--- src/rtl/core/bgps_pkg.sv ---
// Package for the battery gauge: payload structs, queue entry, configuration set,
// register map, reset values and the voltage breakpoint table.
// Used by every module in rtl/core; depends on nothing.
package bgps_pkg;

  typedef struct packed {
    logic [12:0] battery_mv;
    logic        is_charging;
  } in_item_t;

  typedef struct packed {
    logic [6:0] shown_percent;
    logic       battery_low;
  } out_item_t;

  typedef struct packed {
    logic [12:0] low_threshold_mv;
    logic [9:0]  low_hysteresis_mv;
    logic [7:0]  low_count_limit;
    logic [9:0]  rise_period_ticks;
    logic [9:0]  fall_period_ticks;
  } cfg_t;

  // One classified tick travelling from front to back
  typedef struct packed {
    logic [12:0] diff;    // voltage above the segment's lower breakpoint
    logic [12:0] den;     // segment width in mV
    logic [4:0]  span;    // percent covered by the segment
    logic [6:0]  base;    // percent at the segment's lower breakpoint
    logic        direct;  // target is base alone, no interpolation
    logic        chg;
    logic        low;     // low latch after this tick's update
  } job_t;

  localparam int unsigned PADDR_W = 5;
  localparam int unsigned PDATA_W = 32;

  localparam logic [2:0] REG_LOW_THRESHOLD  = 3'd0;
  localparam logic [2:0] REG_LOW_HYSTERESIS = 3'd1;
  localparam logic [2:0] REG_LOW_COUNT      = 3'd2;
  localparam logic [2:0] REG_RISE_PERIOD    = 3'd3;
  localparam logic [2:0] REG_FALL_PERIOD    = 3'd4;

  localparam logic [12:0] RST_LOW_THRESHOLD  = 13'd3300;
  localparam logic [9:0]  RST_LOW_HYSTERESIS = 10'd100;
  localparam logic [7:0]  RST_LOW_COUNT      = 8'd10;
  localparam logic [9:0]  RST_RISE_PERIOD    = 10'd500;
  localparam logic [9:0]  RST_FALL_PERIOD    = 10'd200;

  // Fixed breakpoints above the programmable threshold
  localparam logic [12:0] BP_A = 13'd3350;
  localparam logic [12:0] BP_B = 13'd3750;
  localparam logic [12:0] BP_C = 13'd3850;
  localparam logic [12:0] BP_D = 13'd4000;
  localparam logic [12:0] BP_E = 13'd4200;

  localparam logic [6:0] PCT_FULL  = 7'd100;
  localparam logic [7:0] LOW_SAT   = 8'd255;
  localparam logic [9:0] SLEW_MAX  = 10'd1023;

  // Quotient bits of the interpolation: every span is below 32
  localparam int unsigned QUOT_W = 5;

endpackage

--- src/rtl/core/battery_gauge_percent_slew.sv ---
// Top level of the battery gauge: configuration registers on an APB-style port,
// front end, tick queue and back end. Depends on bgps_pkg, bgps_front,
// bgps_queue and bgps_back.
//
//   channel  | direction | handshake                | payload
//   ---------+-----------+--------------------------+--------------------------
//   in       | input     | in_valid_i / in_ready_o  | in_data_i  (in_item_t)
//   out      | output    | out_valid_o / out_ready_i| out_data_o (out_item_t)
//   config   | input     | psel/penable/pwrite      | paddr, pwdata, prdata
//
// An interpolated tick passes through the back end as one load, five divider
// steps of the five-bit restoring divider and one finish. A tick below the
// threshold or at full charge skips the divider and goes from load to finish.
// The front end takes a tick per cycle while the queue has room, so up to
// QueueDepth ticks wait. The result register lets the back end load the next
// tick while a result waits; the next finish waits until it is taken.
// Reset clears the low latch, the shown level, the slew count and the queue.
module battery_gauge_percent_slew #(
  parameter int unsigned QueueDepth = 2
) (
  input  logic                          clk_i,
  input  logic                          rst_ni,
  input  logic                          in_valid_i,
  output logic                          in_ready_o,
  input  bgps_pkg::in_item_t            in_data_i,
  output logic                          out_valid_o,
  input  logic                          out_ready_i,
  output bgps_pkg::out_item_t           out_data_o,
  input  logic                          psel,
  input  logic                          penable,
  input  logic                          pwrite,
  input  logic [bgps_pkg::PADDR_W-1:0]  paddr,
  input  logic [bgps_pkg::PDATA_W-1:0]  pwdata,
  output logic [bgps_pkg::PDATA_W-1:0]  prdata,
  output logic                          pready
);

  bgps_pkg::cfg_t cfg_q;
  logic [2:0]     reg_idx;
  logic           reg_wr;

  logic           push, push_ready, pop, pop_valid;
  bgps_pkg::job_t push_job, pop_job;

  assign pready  = 1'b1;
  assign reg_idx = paddr[4:2];
  assign reg_wr  = psel & penable & pwrite & pready;

  always_ff @(posedge clk_i or negedge rst_ni) begin
    if (!rst_ni) begin
      cfg_q.low_threshold_mv  <= bgps_pkg::RST_LOW_THRESHOLD;
      cfg_q.low_hysteresis_mv <= bgps_pkg::RST_LOW_HYSTERESIS;
      cfg_q.low_count_limit   <= bgps_pkg::RST_LOW_COUNT;
      cfg_q.rise_period_ticks <= bgps_pkg::RST_RISE_PERIOD;
      cfg_q.fall_period_ticks <= bgps_pkg::RST_FALL_PERIOD;
    end else if (reg_wr) begin
      unique case (reg_idx)
        bgps_pkg::REG_LOW_THRESHOLD:  cfg_q.low_threshold_mv  <= pwdata[12:0];
        bgps_pkg::REG_LOW_HYSTERESIS: cfg_q.low_hysteresis_mv <= pwdata[9:0];
        bgps_pkg::REG_LOW_COUNT:      cfg_q.low_count_limit   <= pwdata[7:0];
        bgps_pkg::REG_RISE_PERIOD:    cfg_q.rise_period_ticks <= pwdata[9:0];
        bgps_pkg::REG_FALL_PERIOD:    cfg_q.fall_period_ticks <= pwdata[9:0];
        default: ;
      endcase
    end
  end

  always_comb begin
    unique case (reg_idx)
      bgps_pkg::REG_LOW_THRESHOLD:  prdata = 32'(cfg_q.low_threshold_mv);
      bgps_pkg::REG_LOW_HYSTERESIS: prdata = 32'(cfg_q.low_hysteresis_mv);
      bgps_pkg::REG_LOW_COUNT:      prdata = 32'(cfg_q.low_count_limit);
      bgps_pkg::REG_RISE_PERIOD:    prdata = 32'(cfg_q.rise_period_ticks);
      bgps_pkg::REG_FALL_PERIOD:    prdata = 32'(cfg_q.fall_period_ticks);
      default:                      prdata = '0;
    endcase
  end

  bgps_front u_front (
    .clk_i        (clk_i),
    .rst_ni       (rst_ni),
    .cfg_i        (cfg_q),
    .in_valid_i   (in_valid_i),
    .in_data_i    (in_data_i),
    .in_ready_o   (in_ready_o),
    .push_ready_i (push_ready),
    .push_o       (push),
    .job_o        (push_job)
  );

  bgps_queue #(
    .Depth (QueueDepth)
  ) u_queue (
    .clk_i        (clk_i),
    .rst_ni       (rst_ni),
    .push_i       (push),
    .push_data_i  (push_job),
    .push_ready_o (push_ready),
    .pop_i        (pop),
    .pop_valid_o  (pop_valid),
    .pop_data_o   (pop_job)
  );

  bgps_back u_back (
    .clk_i       (clk_i),
    .rst_ni      (rst_ni),
    .cfg_i       (cfg_q),
    .pop_valid_i (pop_valid),
    .pop_data_i  (pop_job),
    .pop_o       (pop),
    .out_valid_o (out_valid_o),
    .out_ready_i (out_ready_i),
    .out_data_o  (out_data_o)
  );

endmodule

--- src/rtl/core/bgps_front.sv ---
// Front end of the battery gauge: accepts ticks, runs the low-battery latch and
// picks the voltage segment for interpolation.
// Depends on bgps_pkg.
module bgps_front (
  input  logic              clk_i,
  input  logic              rst_ni,
  input  bgps_pkg::cfg_t    cfg_i,
  input  logic              in_valid_i,
  input  bgps_pkg::in_item_t in_data_i,
  output logic              in_ready_o,
  input  logic              push_ready_i,
  output logic              push_o,
  output bgps_pkg::job_t    job_o
);

  logic [7:0]  low_cnt_q, low_cnt_d;
  logic        low_q, low_d;
  logic [7:0]  cnt_inc, cnt_mid;
  logic [13:0] clear_level;
  logic        clear_cnt;
  logic [12:0] mv;
  logic [5:0]  ge;
  logic [2:0]  seg;
  logic [12:0] lo, hi;

  assign mv         = in_data_i.battery_mv;
  assign in_ready_o = push_ready_i;
  assign push_o     = in_valid_i & push_ready_i;

  // Low-battery latch
  always_comb begin
    cnt_inc     = (low_cnt_q != bgps_pkg::LOW_SAT) ? low_cnt_q + 8'd1 : low_cnt_q;
    clear_level = {1'b0, cfg_i.low_threshold_mv} + {4'd0, cfg_i.low_hysteresis_mv};
    if (low_q) begin
      clear_cnt = in_data_i.is_charging && ({1'b0, mv} >= clear_level);
    end else begin
      clear_cnt = (mv >= cfg_i.low_threshold_mv);
    end
    cnt_mid = clear_cnt ? 8'd0 : cnt_inc;
    if (cnt_mid >= cfg_i.low_count_limit) begin
      low_d     = 1'b1;
      low_cnt_d = cfg_i.low_count_limit;
    end else begin
      low_d     = 1'b0;
      low_cnt_d = cnt_mid;
    end
  end

  always_ff @(posedge clk_i or negedge rst_ni) begin
    if (!rst_ni) begin
      low_cnt_q <= 8'd0;
      low_q     <= 1'b0;
    end else if (push_o) begin
      low_cnt_q <= low_cnt_d;
      low_q     <= low_d;
    end
  end

  // Segment search: stop at the first breakpoint above the voltage
  always_comb begin
    ge[0] = (mv >= cfg_i.low_threshold_mv);
    ge[1] = (mv >= bgps_pkg::BP_A);
    ge[2] = (mv >= bgps_pkg::BP_B);
    ge[3] = (mv >= bgps_pkg::BP_C);
    ge[4] = (mv >= bgps_pkg::BP_D);
    ge[5] = (mv >= bgps_pkg::BP_E);
    seg = 3'd6;
    for (int k = 5; k >= 0; k--) begin
      if (!ge[k]) begin
        seg = 3'(k);
      end
    end
  end

  always_comb begin
    lo           = 13'd0;
    hi           = 13'd0;
    job_o.span   = 5'd0;
    job_o.base   = 7'd0;
    job_o.direct = 1'b0;
    unique case (seg)
      3'd1: begin
        lo = cfg_i.low_threshold_mv; hi = bgps_pkg::BP_A;
        job_o.span = 5'd1;  job_o.base = 7'd1;
      end
      3'd2: begin
        lo = bgps_pkg::BP_A; hi = bgps_pkg::BP_B;
        job_o.span = 5'd23; job_o.base = 7'd2;
      end
      3'd3: begin
        lo = bgps_pkg::BP_B; hi = bgps_pkg::BP_C;
        job_o.span = 5'd25; job_o.base = 7'd25;
      end
      3'd4: begin
        lo = bgps_pkg::BP_C; hi = bgps_pkg::BP_D;
        job_o.span = 5'd25; job_o.base = 7'd50;
      end
      3'd5: begin
        lo = bgps_pkg::BP_D; hi = bgps_pkg::BP_E;
        job_o.span = 5'd25; job_o.base = 7'd75;
      end
      3'd6: begin
        job_o.direct = 1'b1;
        job_o.base   = bgps_pkg::PCT_FULL;
      end
      default: begin
        job_o.direct = 1'b1;
      end
    endcase
    job_o.diff = mv - lo;
    job_o.den  = hi - lo;
    job_o.chg  = in_data_i.is_charging;
    job_o.low  = low_d;
  end

endmodule

--- src/rtl/core/bgps_queue.sv ---
// Short FIFO of classified ticks between front and back of the battery gauge.
// Depends on bgps_pkg.
module bgps_queue #(
  parameter int unsigned Depth = 2
) (
  input  logic           clk_i,
  input  logic           rst_ni,
  input  logic           push_i,
  input  bgps_pkg::job_t push_data_i,
  output logic           push_ready_o,
  input  logic           pop_i,
  output logic           pop_valid_o,
  output bgps_pkg::job_t pop_data_o
);

  localparam int unsigned PtrW = (Depth > 1) ? $clog2(Depth) : 1;
  localparam int unsigned CntW = $clog2(Depth + 1);
  localparam logic [PtrW-1:0] LastPtr = PtrW'(Depth - 1);

  bgps_pkg::job_t  mem_q [Depth];
  logic [PtrW-1:0] wr_ptr_q, rd_ptr_q;
  logic [CntW-1:0] count_q;
  logic            do_push, do_pop;

  assign push_ready_o = (count_q != CntW'(Depth));
  assign pop_valid_o  = (count_q != '0);
  assign pop_data_o   = mem_q[rd_ptr_q];
  assign do_push      = push_i & push_ready_o;
  assign do_pop       = pop_i & pop_valid_o;

  always_ff @(posedge clk_i) begin
    if (do_push) begin
      mem_q[wr_ptr_q] <= push_data_i;
    end
  end

  always_ff @(posedge clk_i or negedge rst_ni) begin
    if (!rst_ni) begin
      wr_ptr_q <= '0;
      rd_ptr_q <= '0;
      count_q  <= '0;
    end else begin
      if (do_push) begin
        wr_ptr_q <= (wr_ptr_q == LastPtr) ? '0 : wr_ptr_q + PtrW'(1);
      end
      if (do_pop) begin
        rd_ptr_q <= (rd_ptr_q == LastPtr) ? '0 : rd_ptr_q + PtrW'(1);
      end
      if (do_push && !do_pop) begin
        count_q <= count_q + CntW'(1);
      end else if (do_pop && !do_push) begin
        count_q <= count_q - CntW'(1);
      end
    end
  end

endmodule

--- src/rtl/core/bgps_back.sv ---
// Back end of the battery gauge: interpolates the target percent with a
// restoring divider, slews the shown level and holds the result register.
// Depends on bgps_pkg.
module bgps_back (
  input  logic                clk_i,
  input  logic                rst_ni,
  input  bgps_pkg::cfg_t      cfg_i,
  input  logic                pop_valid_i,
  input  bgps_pkg::job_t      pop_data_i,
  output logic                pop_o,
  output logic                out_valid_o,
  input  logic                out_ready_i,
  output bgps_pkg::out_item_t out_data_o
);

  localparam logic [1:0] BS_IDLE = 2'd0;
  localparam logic [1:0] BS_DIV  = 2'd1;
  localparam logic [1:0] BS_DONE = 2'd2;

  localparam int unsigned RemW = 18;

  logic [1:0]  state_q, state_d;
  logic [RemW-1:0] rem_q, rem_d, trial;
  logic [12:0] den_q, den_d;
  logic [bgps_pkg::QUOT_W-1:0] quot_q, quot_d;
  logic [2:0]  step_q, step_d;
  bgps_pkg::job_t job_q, job_d;

  logic [6:0]  level_q, level_d;
  logic [9:0]  slew_q, slew_d, slew_inc;
  logic        started_q, started_d;
  logic [6:0]  target;
  logic        finish;

  logic                out_valid_q, out_valid_d;
  bgps_pkg::out_item_t out_q, out_d;

  assign out_valid_o = out_valid_q;
  assign out_data_o  = out_q;
  assign pop_o       = (state_q == BS_IDLE) && pop_valid_i;
  assign finish      = (state_q == BS_DONE) && (!out_valid_q || out_ready_i);
  assign trial       = RemW'(den_q) << step_q;
  assign target      = job_q.base + 7'(quot_q);

  always_comb begin
    state_d = state_q;
    rem_d   = rem_q;
    den_d   = den_q;
    quot_d  = quot_q;
    step_d  = step_q;
    job_d   = job_q;
    unique case (state_q)
      BS_IDLE: begin
        if (pop_valid_i) begin
          job_d   = pop_data_i;
          rem_d   = RemW'(pop_data_i.diff) * RemW'(pop_data_i.span);
          den_d   = pop_data_i.den;
          quot_d  = '0;
          step_d  = 3'(bgps_pkg::QUOT_W - 1);
          state_d = pop_data_i.direct ? BS_DONE : BS_DIV;
        end
      end
      BS_DIV: begin
        // one quotient bit per cycle, most significant first
        if (rem_q >= trial) begin
          rem_d  = rem_q - trial;
          quot_d = {quot_q[bgps_pkg::QUOT_W-2:0], 1'b1};
        end else begin
          quot_d = {quot_q[bgps_pkg::QUOT_W-2:0], 1'b0};
        end
        if (step_q == 3'd0) begin
          state_d = BS_DONE;
        end else begin
          step_d = step_q - 3'd1;
        end
      end
      BS_DONE: begin
        if (finish) begin
          state_d = BS_IDLE;
        end
      end
      default: begin
        state_d = BS_IDLE;
      end
    endcase
  end

  // Slew of the shown level
  always_comb begin
    level_d   = level_q;
    slew_d    = slew_q;
    started_d = 1'b1;
    slew_inc  = (slew_q != bgps_pkg::SLEW_MAX) ? slew_q + 10'd1 : slew_q;
    if (!started_q) begin
      level_d = target;
    end else if (job_q.chg) begin
      if (target <= level_q) begin
        slew_d = 10'd0;
      end else if (slew_inc >= cfg_i.rise_period_ticks) begin
        slew_d  = 10'd0;
        level_d = level_q + 7'd1;
      end else begin
        slew_d = slew_inc;
      end
    end else begin
      if (target >= level_q) begin
        slew_d = 10'd0;
      end else if (slew_inc >= cfg_i.fall_period_ticks) begin
        slew_d  = 10'd0;
        level_d = level_q - 7'd1;
      end else begin
        slew_d = slew_inc;
      end
    end
    if (job_q.low) begin
      level_d = 7'd0;
    end
  end

  always_comb begin
    out_valid_d = out_valid_q;
    out_d       = out_q;
    if (finish) begin
      out_valid_d         = 1'b1;
      out_d.shown_percent = level_d;
      out_d.battery_low   = job_q.low;
    end else if (out_ready_i) begin
      out_valid_d = 1'b0;
    end
  end

  always_ff @(posedge clk_i) begin
    rem_q  <= rem_d;
    den_q  <= den_d;
    quot_q <= quot_d;
    step_q <= step_d;
    job_q  <= job_d;
    out_q  <= out_d;
  end

  always_ff @(posedge clk_i or negedge rst_ni) begin
    if (!rst_ni) begin
      state_q     <= BS_IDLE;
      out_valid_q <= 1'b0;
      level_q     <= 7'd0;
      slew_q      <= 10'd0;
      started_q   <= 1'b0;
    end else begin
      state_q     <= state_d;
      out_valid_q <= out_valid_d;
      if (finish) begin
        level_q   <= level_d;
        slew_q    <= slew_d;
        started_q <= started_d;
      end
    end
  end

endmodule

--- config.mk ---
export PLATFORM = sky130hd
export DESIGN_NAME = battery_gauge_percent_slew
export DESIGN_NICKNAME = d
export VERILOG_FILES = /design/src/rtl/core/bgps_pkg.sv /design/src/rtl/core/battery_gauge_percent_slew.sv /design/src/rtl/core/bgps_front.sv /design/src/rtl/core/bgps_queue.sv /design/src/rtl/core/bgps_back.sv
export SDC_FILE = /design/constraint.sdc
export NUM_CORES = 1
export LEC_CHECK = 0
export BUFFER_PORTS_ARGS = -buffer_cell sky130_fd_sc_hd__buf_2
export CAP_MARGIN = 20
export CORE_UTILIZATION = 25
export CTS_CLUSTER_DIAMETER = 30
export DETAILED_ROUTE_END_ITERATION = 6
export SETUP_SLACK_MARGIN = 0.1
export SLEW_MARGIN = 20
export SYNTH_ARGS = -nofsm -noshare
export SYNTH_HDL_FRONTEND = slang
export SYNTH_SLANG_ARGS = --single-unit
--- constraint.sdc ---
create_clock -name clk_i -period 14.5 [get_ports clk_i]
set_input_delay 2.175 -clock clk_i [delete_from_list [all_inputs] [get_ports clk_i]]
set_output_delay 2.175 -clock clk_i [all_outputs]
set_load 0.02 [all_outputs]
==> impl_metrics.toml <==
[run_status]
status = "complete, no violations"

[critical_path]
worst-r2r-cell-count = 26
r2r_setup_slack_ns = 8.38
crit_arrival_ns = 6.55
setup.worst_path.end_class = "flop"
worstPathRequired_ns = 14.93
rr_endpoint = "u_front.low_cnt_q[2]"
critical_path.startpoint = "cfg_q[38]"
timing.critical_path.from_type = "flop"
largest_driver_fanout_on_the_critical_path = 14
worst-setup-path-type = "reg -> reg"
critical_path.endpoint = "u_front.low_cnt_q[2]"
rr_startpoint = "cfg_q[38]"

[cts]
cts-resized-gates = 0
clock-root-buffer = "sky130_fd_sc_hd__clkbuf_16"
clock_latency_ns = 0.59
post-cts-setup-buffer-count = 0
cts.hold.buffers_added = 0
cts-buffers-inserted = 55
cts_num_sinks = 221
tritoncts_clock_tree = "yes"
deepest_clock_path_buffer_count = 3
cts_max_level = 2
cts.clk_slew.worst_paths_ns = 0.05

[timing]
slew-limit-headroom = 0.416
layout_min_cycle_time_ns = 6.12
worst_slew_pin_slew_ns = 0.875
totalNegativeSetupSlack_ns = 0
final_report_hold_violation_count = 0
grt_setup_unrepaired = "no"
clock.fmax_mhz = 163
timing_max_transition_violations_final = 0
clock_skews_ns = 0.0422
layout_worst_path_cycle_share = 0.422
timing.final.setup_violations = 0
final_critical_path_setup_slack_ns = 8.38

[drt]
detailedRoute.firstPassIterationCount = 5
drt.antenna.violating_nets = 0
via_count = 12200
drt_first_iter_violations = 611
finalWirelength_mm = 40.1
avgViaCountPerCell = 4.68
drc = 0
routed_wire_length_per_instance_um = 15.4

[floorplanning]
floorplan.initialDensity = 0.253
ios = 101
core_um2 = 64200
fp.dieW_um = 257
fp-row-count = 93
die_height_um = 257
full_die_area_um2 = 65900

[placement]
gp_congestion = 0.844
post-place-ws_ns = 7.86
dp_hpwl_mm = 31.0
portBuffers = 59

[logic_synthesis]
synth_cell_type_count = 74
synth_edf_count = 136
synth-seq-area-share = 0.384
ys.warnings.count = 0
post_synthesis_instance_area_um2 = 16200
dominantRegCellSynth = "sky130_fd_sc_hd__edfxtp_1"
post_synth_inst_count = 1621
asyncSetResetFlopFracSynth = 0.385
post_synth.cell_area_avg_um2 = 10.0
postSynthRegisterBits = 221

[hold_path]
hp_class = "reg -> reg"
hold_path.startpoint = "u_queue.count_q[1]"

[finish]
mostFrequentLayoutCell = "sky130_fd_sc_hd__ha_1"
synthesis_to_finish_area_growth_pct = 20.0
num-nets-final = 1945
drive_gt1_frac = 0.168
highest_count_cells_in_the_layout_ignoring_fill_and_taps = "150 x sky130_fd_sc_hd__ha_1, 146 x sky130_fd_sc_hd__nand2_1, 136 x sky130_fd_sc_hd__edfxtp_1, 124 x sky130_fd_sc_hd__inv_1, 106 x sky130_fd_sc_hd__o21ai_0"

[pwr]
total_leakage_power_nw = 8.39
irDropWorstVdd_v = 0.000154
p_per_area_nw_per_um2 = 281

[flow_run]
timing.max_cap.violations = 0

[global_route]
grt_overflow_total = 0
first_pass_grt_wire_length_mm = 65.9
antenna_found_initial = 2
global_route.usage.total = 0.123
grt_pass1_vias = 12700
grt_start_max_net_pins = 65
synth_stat cells (5+ instances only):
cell,count,area (um2)
sky130_fd_sc_hd__mux2i_1,57,571
sky130_fd_sc_hd__inv_1,124,465
sky130_fd_sc_hd__o22ai_1,12,75.1
sky130_fd_sc_hd__o21bai_1,6,45.0
sky130_fd_sc_hd__mux2_2,66,743
sky130_fd_sc_hd__a211oi_1,14,105
sky130_fd_sc_hd__buf_1,8,30.0
sky130_fd_sc_hd__clkbuf_1,37,139
sky130_fd_sc_hd__dfrtp_1,65,1630
sky130_fd_sc_hd__a21oi_1,81,405
sky130_fd_sc_hd__a22o_1,7,61.3
sky130_fd_sc_hd__a21o_1,31,233
sky130_fd_sc_hd__a31o_2,5,43.8
sky130_fd_sc_hd__and3_1,7,43.8
sky130_fd_sc_hd__o211ai_1,7,52.6
sky130_fd_sc_hd__nand2b_1,34,213
sky130_fd_sc_hd__dfstp_2,20,526
sky130_fd_sc_hd__nand3b_1,6,45.0
sky130_fd_sc_hd__o21ai_0,107,536
sky130_fd_sc_hd__xor2_1,22,193
sky130_fd_sc_hd__mux4_2,5,113
sky130_fd_sc_hd__and2_1,16,100
sky130_fd_sc_hd__nor2b_1,18,113
sky130_fd_sc_hd__nand3_1,48,240
sky130_fd_sc_hd__nand2_1,146,548
sky130_fd_sc_hd__buf_4,21,158
sky130_fd_sc_hd__xnor2_1,49,429
sky130_fd_sc_hd__ha_1,150,1880
sky130_fd_sc_hd__or3_1,13,81.3
sky130_fd_sc_hd__edfxtp_1,136,4080
sky130_fd_sc_hd__o31ai_1,9,67.6
sky130_fd_sc_hd__fa_1,38,761
sky130_fd_sc_hd__nor3_1,30,150
sky130_fd_sc_hd__or2_2,8,50.1
sky130_fd_sc_hd__a211o_1,8,70.1
sky130_fd_sc_hd__o21a_1,17,128
sky130_fd_sc_hd__nand4_1,11,68.8
sky130_fd_sc_hd__a31oi_1,15,93.8
sky130_fd_sc_hd__nor2_1,105,394
worst min path at each step:
stage          slack, ns  cells after the start                   end
2_1_floorplan       0.42                      0  u_back.out_data_o[0]
3_3_place_gp        0.48                      1    u_queue.count_q[1]
3_5_place_dp        0.50                      1    u_queue.count_q[1]
4_1_cts             0.51                      1    u_queue.count_q[1]
5_1_grt             0.53                      1    u_queue.count_q[1]
6_report            0.50                      1    u_queue.count_q[1]
metrics by stage:
stage | power, mW | utilization | instances | hold slack [ns] | instance area, um2
floorplan | 3.48 | - | 1639 | 0.424 | 16300
global placement | 4.08 | 0.271 | 2495 | 0.483 | 17400
detailed placement | 4.18 | 0.272 | 2497 | 0.501 | 17500
CTS | 5.50 | 0.303 | 2601 | 0.509 | 19500
global route | 5.98 | 0.303 | 2602 | 0.526 | 19500
finish | 5.47 | 0.303 | 2602 | 0.501 | 19500
worst max-delay path, stage by stage, from the launching register on:
cell                       delay, ns
sky130_fd_sc_hd__dfrtp_1        0.53
sky130_fd_sc_hd__ha_1           0.30
sky130_fd_sc_hd__fa_1           0.40
sky130_fd_sc_hd__a21o_1         0.19
sky130_fd_sc_hd__a21oi_1        0.21
sky130_fd_sc_hd__nor2b_1        0.07
sky130_fd_sc_hd__o21a_1         0.20
sky130_fd_sc_hd__o211a_1        0.24
sky130_fd_sc_hd__o21ai_0        0.21
sky130_fd_sc_hd__nand2_1        0.11
sky130_fd_sc_hd__xnor2_1        0.14
sky130_fd_sc_hd__ha_1           0.20
sky130_fd_sc_hd__a22o_1         0.21
sky130_fd_sc_hd__nor4_1         0.20
sky130_fd_sc_hd__o221ai_1       0.17
sky130_fd_sc_hd__a21oi_1        0.34
sky130_fd_sc_hd__o32ai_4        0.25
sky130_fd_sc_hd__a21o_1         0.21
sky130_fd_sc_hd__ha_1           0.26
sky130_fd_sc_hd__nand2b_1       0.09
sky130_fd_sc_hd__a21o_1         0.11
sky130_fd_sc_hd__a21o_1         0.11
sky130_fd_sc_hd__a21oi_1        0.07
sky130_fd_sc_hd__o21ai_0        0.16
sky130_fd_sc_hd__o21a_1         0.58
sky130_fd_sc_hd__mux2i_1        0.29
sky130_fd_sc_hd__o21ai_0        0.10
logic make-up after synthesis:
logic type,Yosys count,share of synthesized area
muxes,128,0.0879
AOI/OAI and AO/OA,355,0.140
other,2,0.000463
and+or+nand+nor,462,0.137
xor gates and xnor gates,71,0.0383
buffers and inverters,194,0.0500
adders and majority gates,188,0.163
DFF,221,0.384
registers in the layout (all words and copies together), names as in the netlist:
register,flops
u_queue.mem_q,80
cfg_q,51
u_back.rem_q,18
u_back.den_q,13
u_back.slew_q,10
u_back.job_q,9
u_back.out_data_o,8
u_front.low_cnt_q,8
u_back.level_q,7
u_back.quot_q,5
u_back.step_q,3
u_back.state_q,2
u_queue.count_q,2
u_back.out_valid_o,1
u_back.started_q,1
u_front.low_q,1
u_queue.rd_ptr_q,1
u_queue.wr_ptr_q,1
power by group:
| group | switching [mW] | total, mW | internal (mW) | leakage [nW] |
|---|---|---|---|---|
| Combinational | 1.75 | 3.01 | 1.27 | 5.14 |
| Sequential | 0.148 | 1.17 | 1.02 | 2.32 |
| Clock | 0.419 | 1.28 | 0.865 | 0.931 |
layout make-up:
type / count / area, um2
inverters: 125 / 469
clock buffers: 59 / 1420
flip-flops and latches: 221 / 6240
repair buffers: 72 / 435
diodes: 1 / 2.50
multi-input cells: 1224 / 9270
well taps: 855 / 1070
clock inverters: 45 / 562
fillers: 6576 / 44800
metal layers:
metal  vias up  part of all wire  global-route usage
met3        94             0.045              0.0238
met4         2             0.046              0.0618
li1       5970                 -                   -
met5         -           0.00027                   0
met1      5841              0.43               0.148
met2       277              0.48               0.207
(Power assumes the default switching activity.)
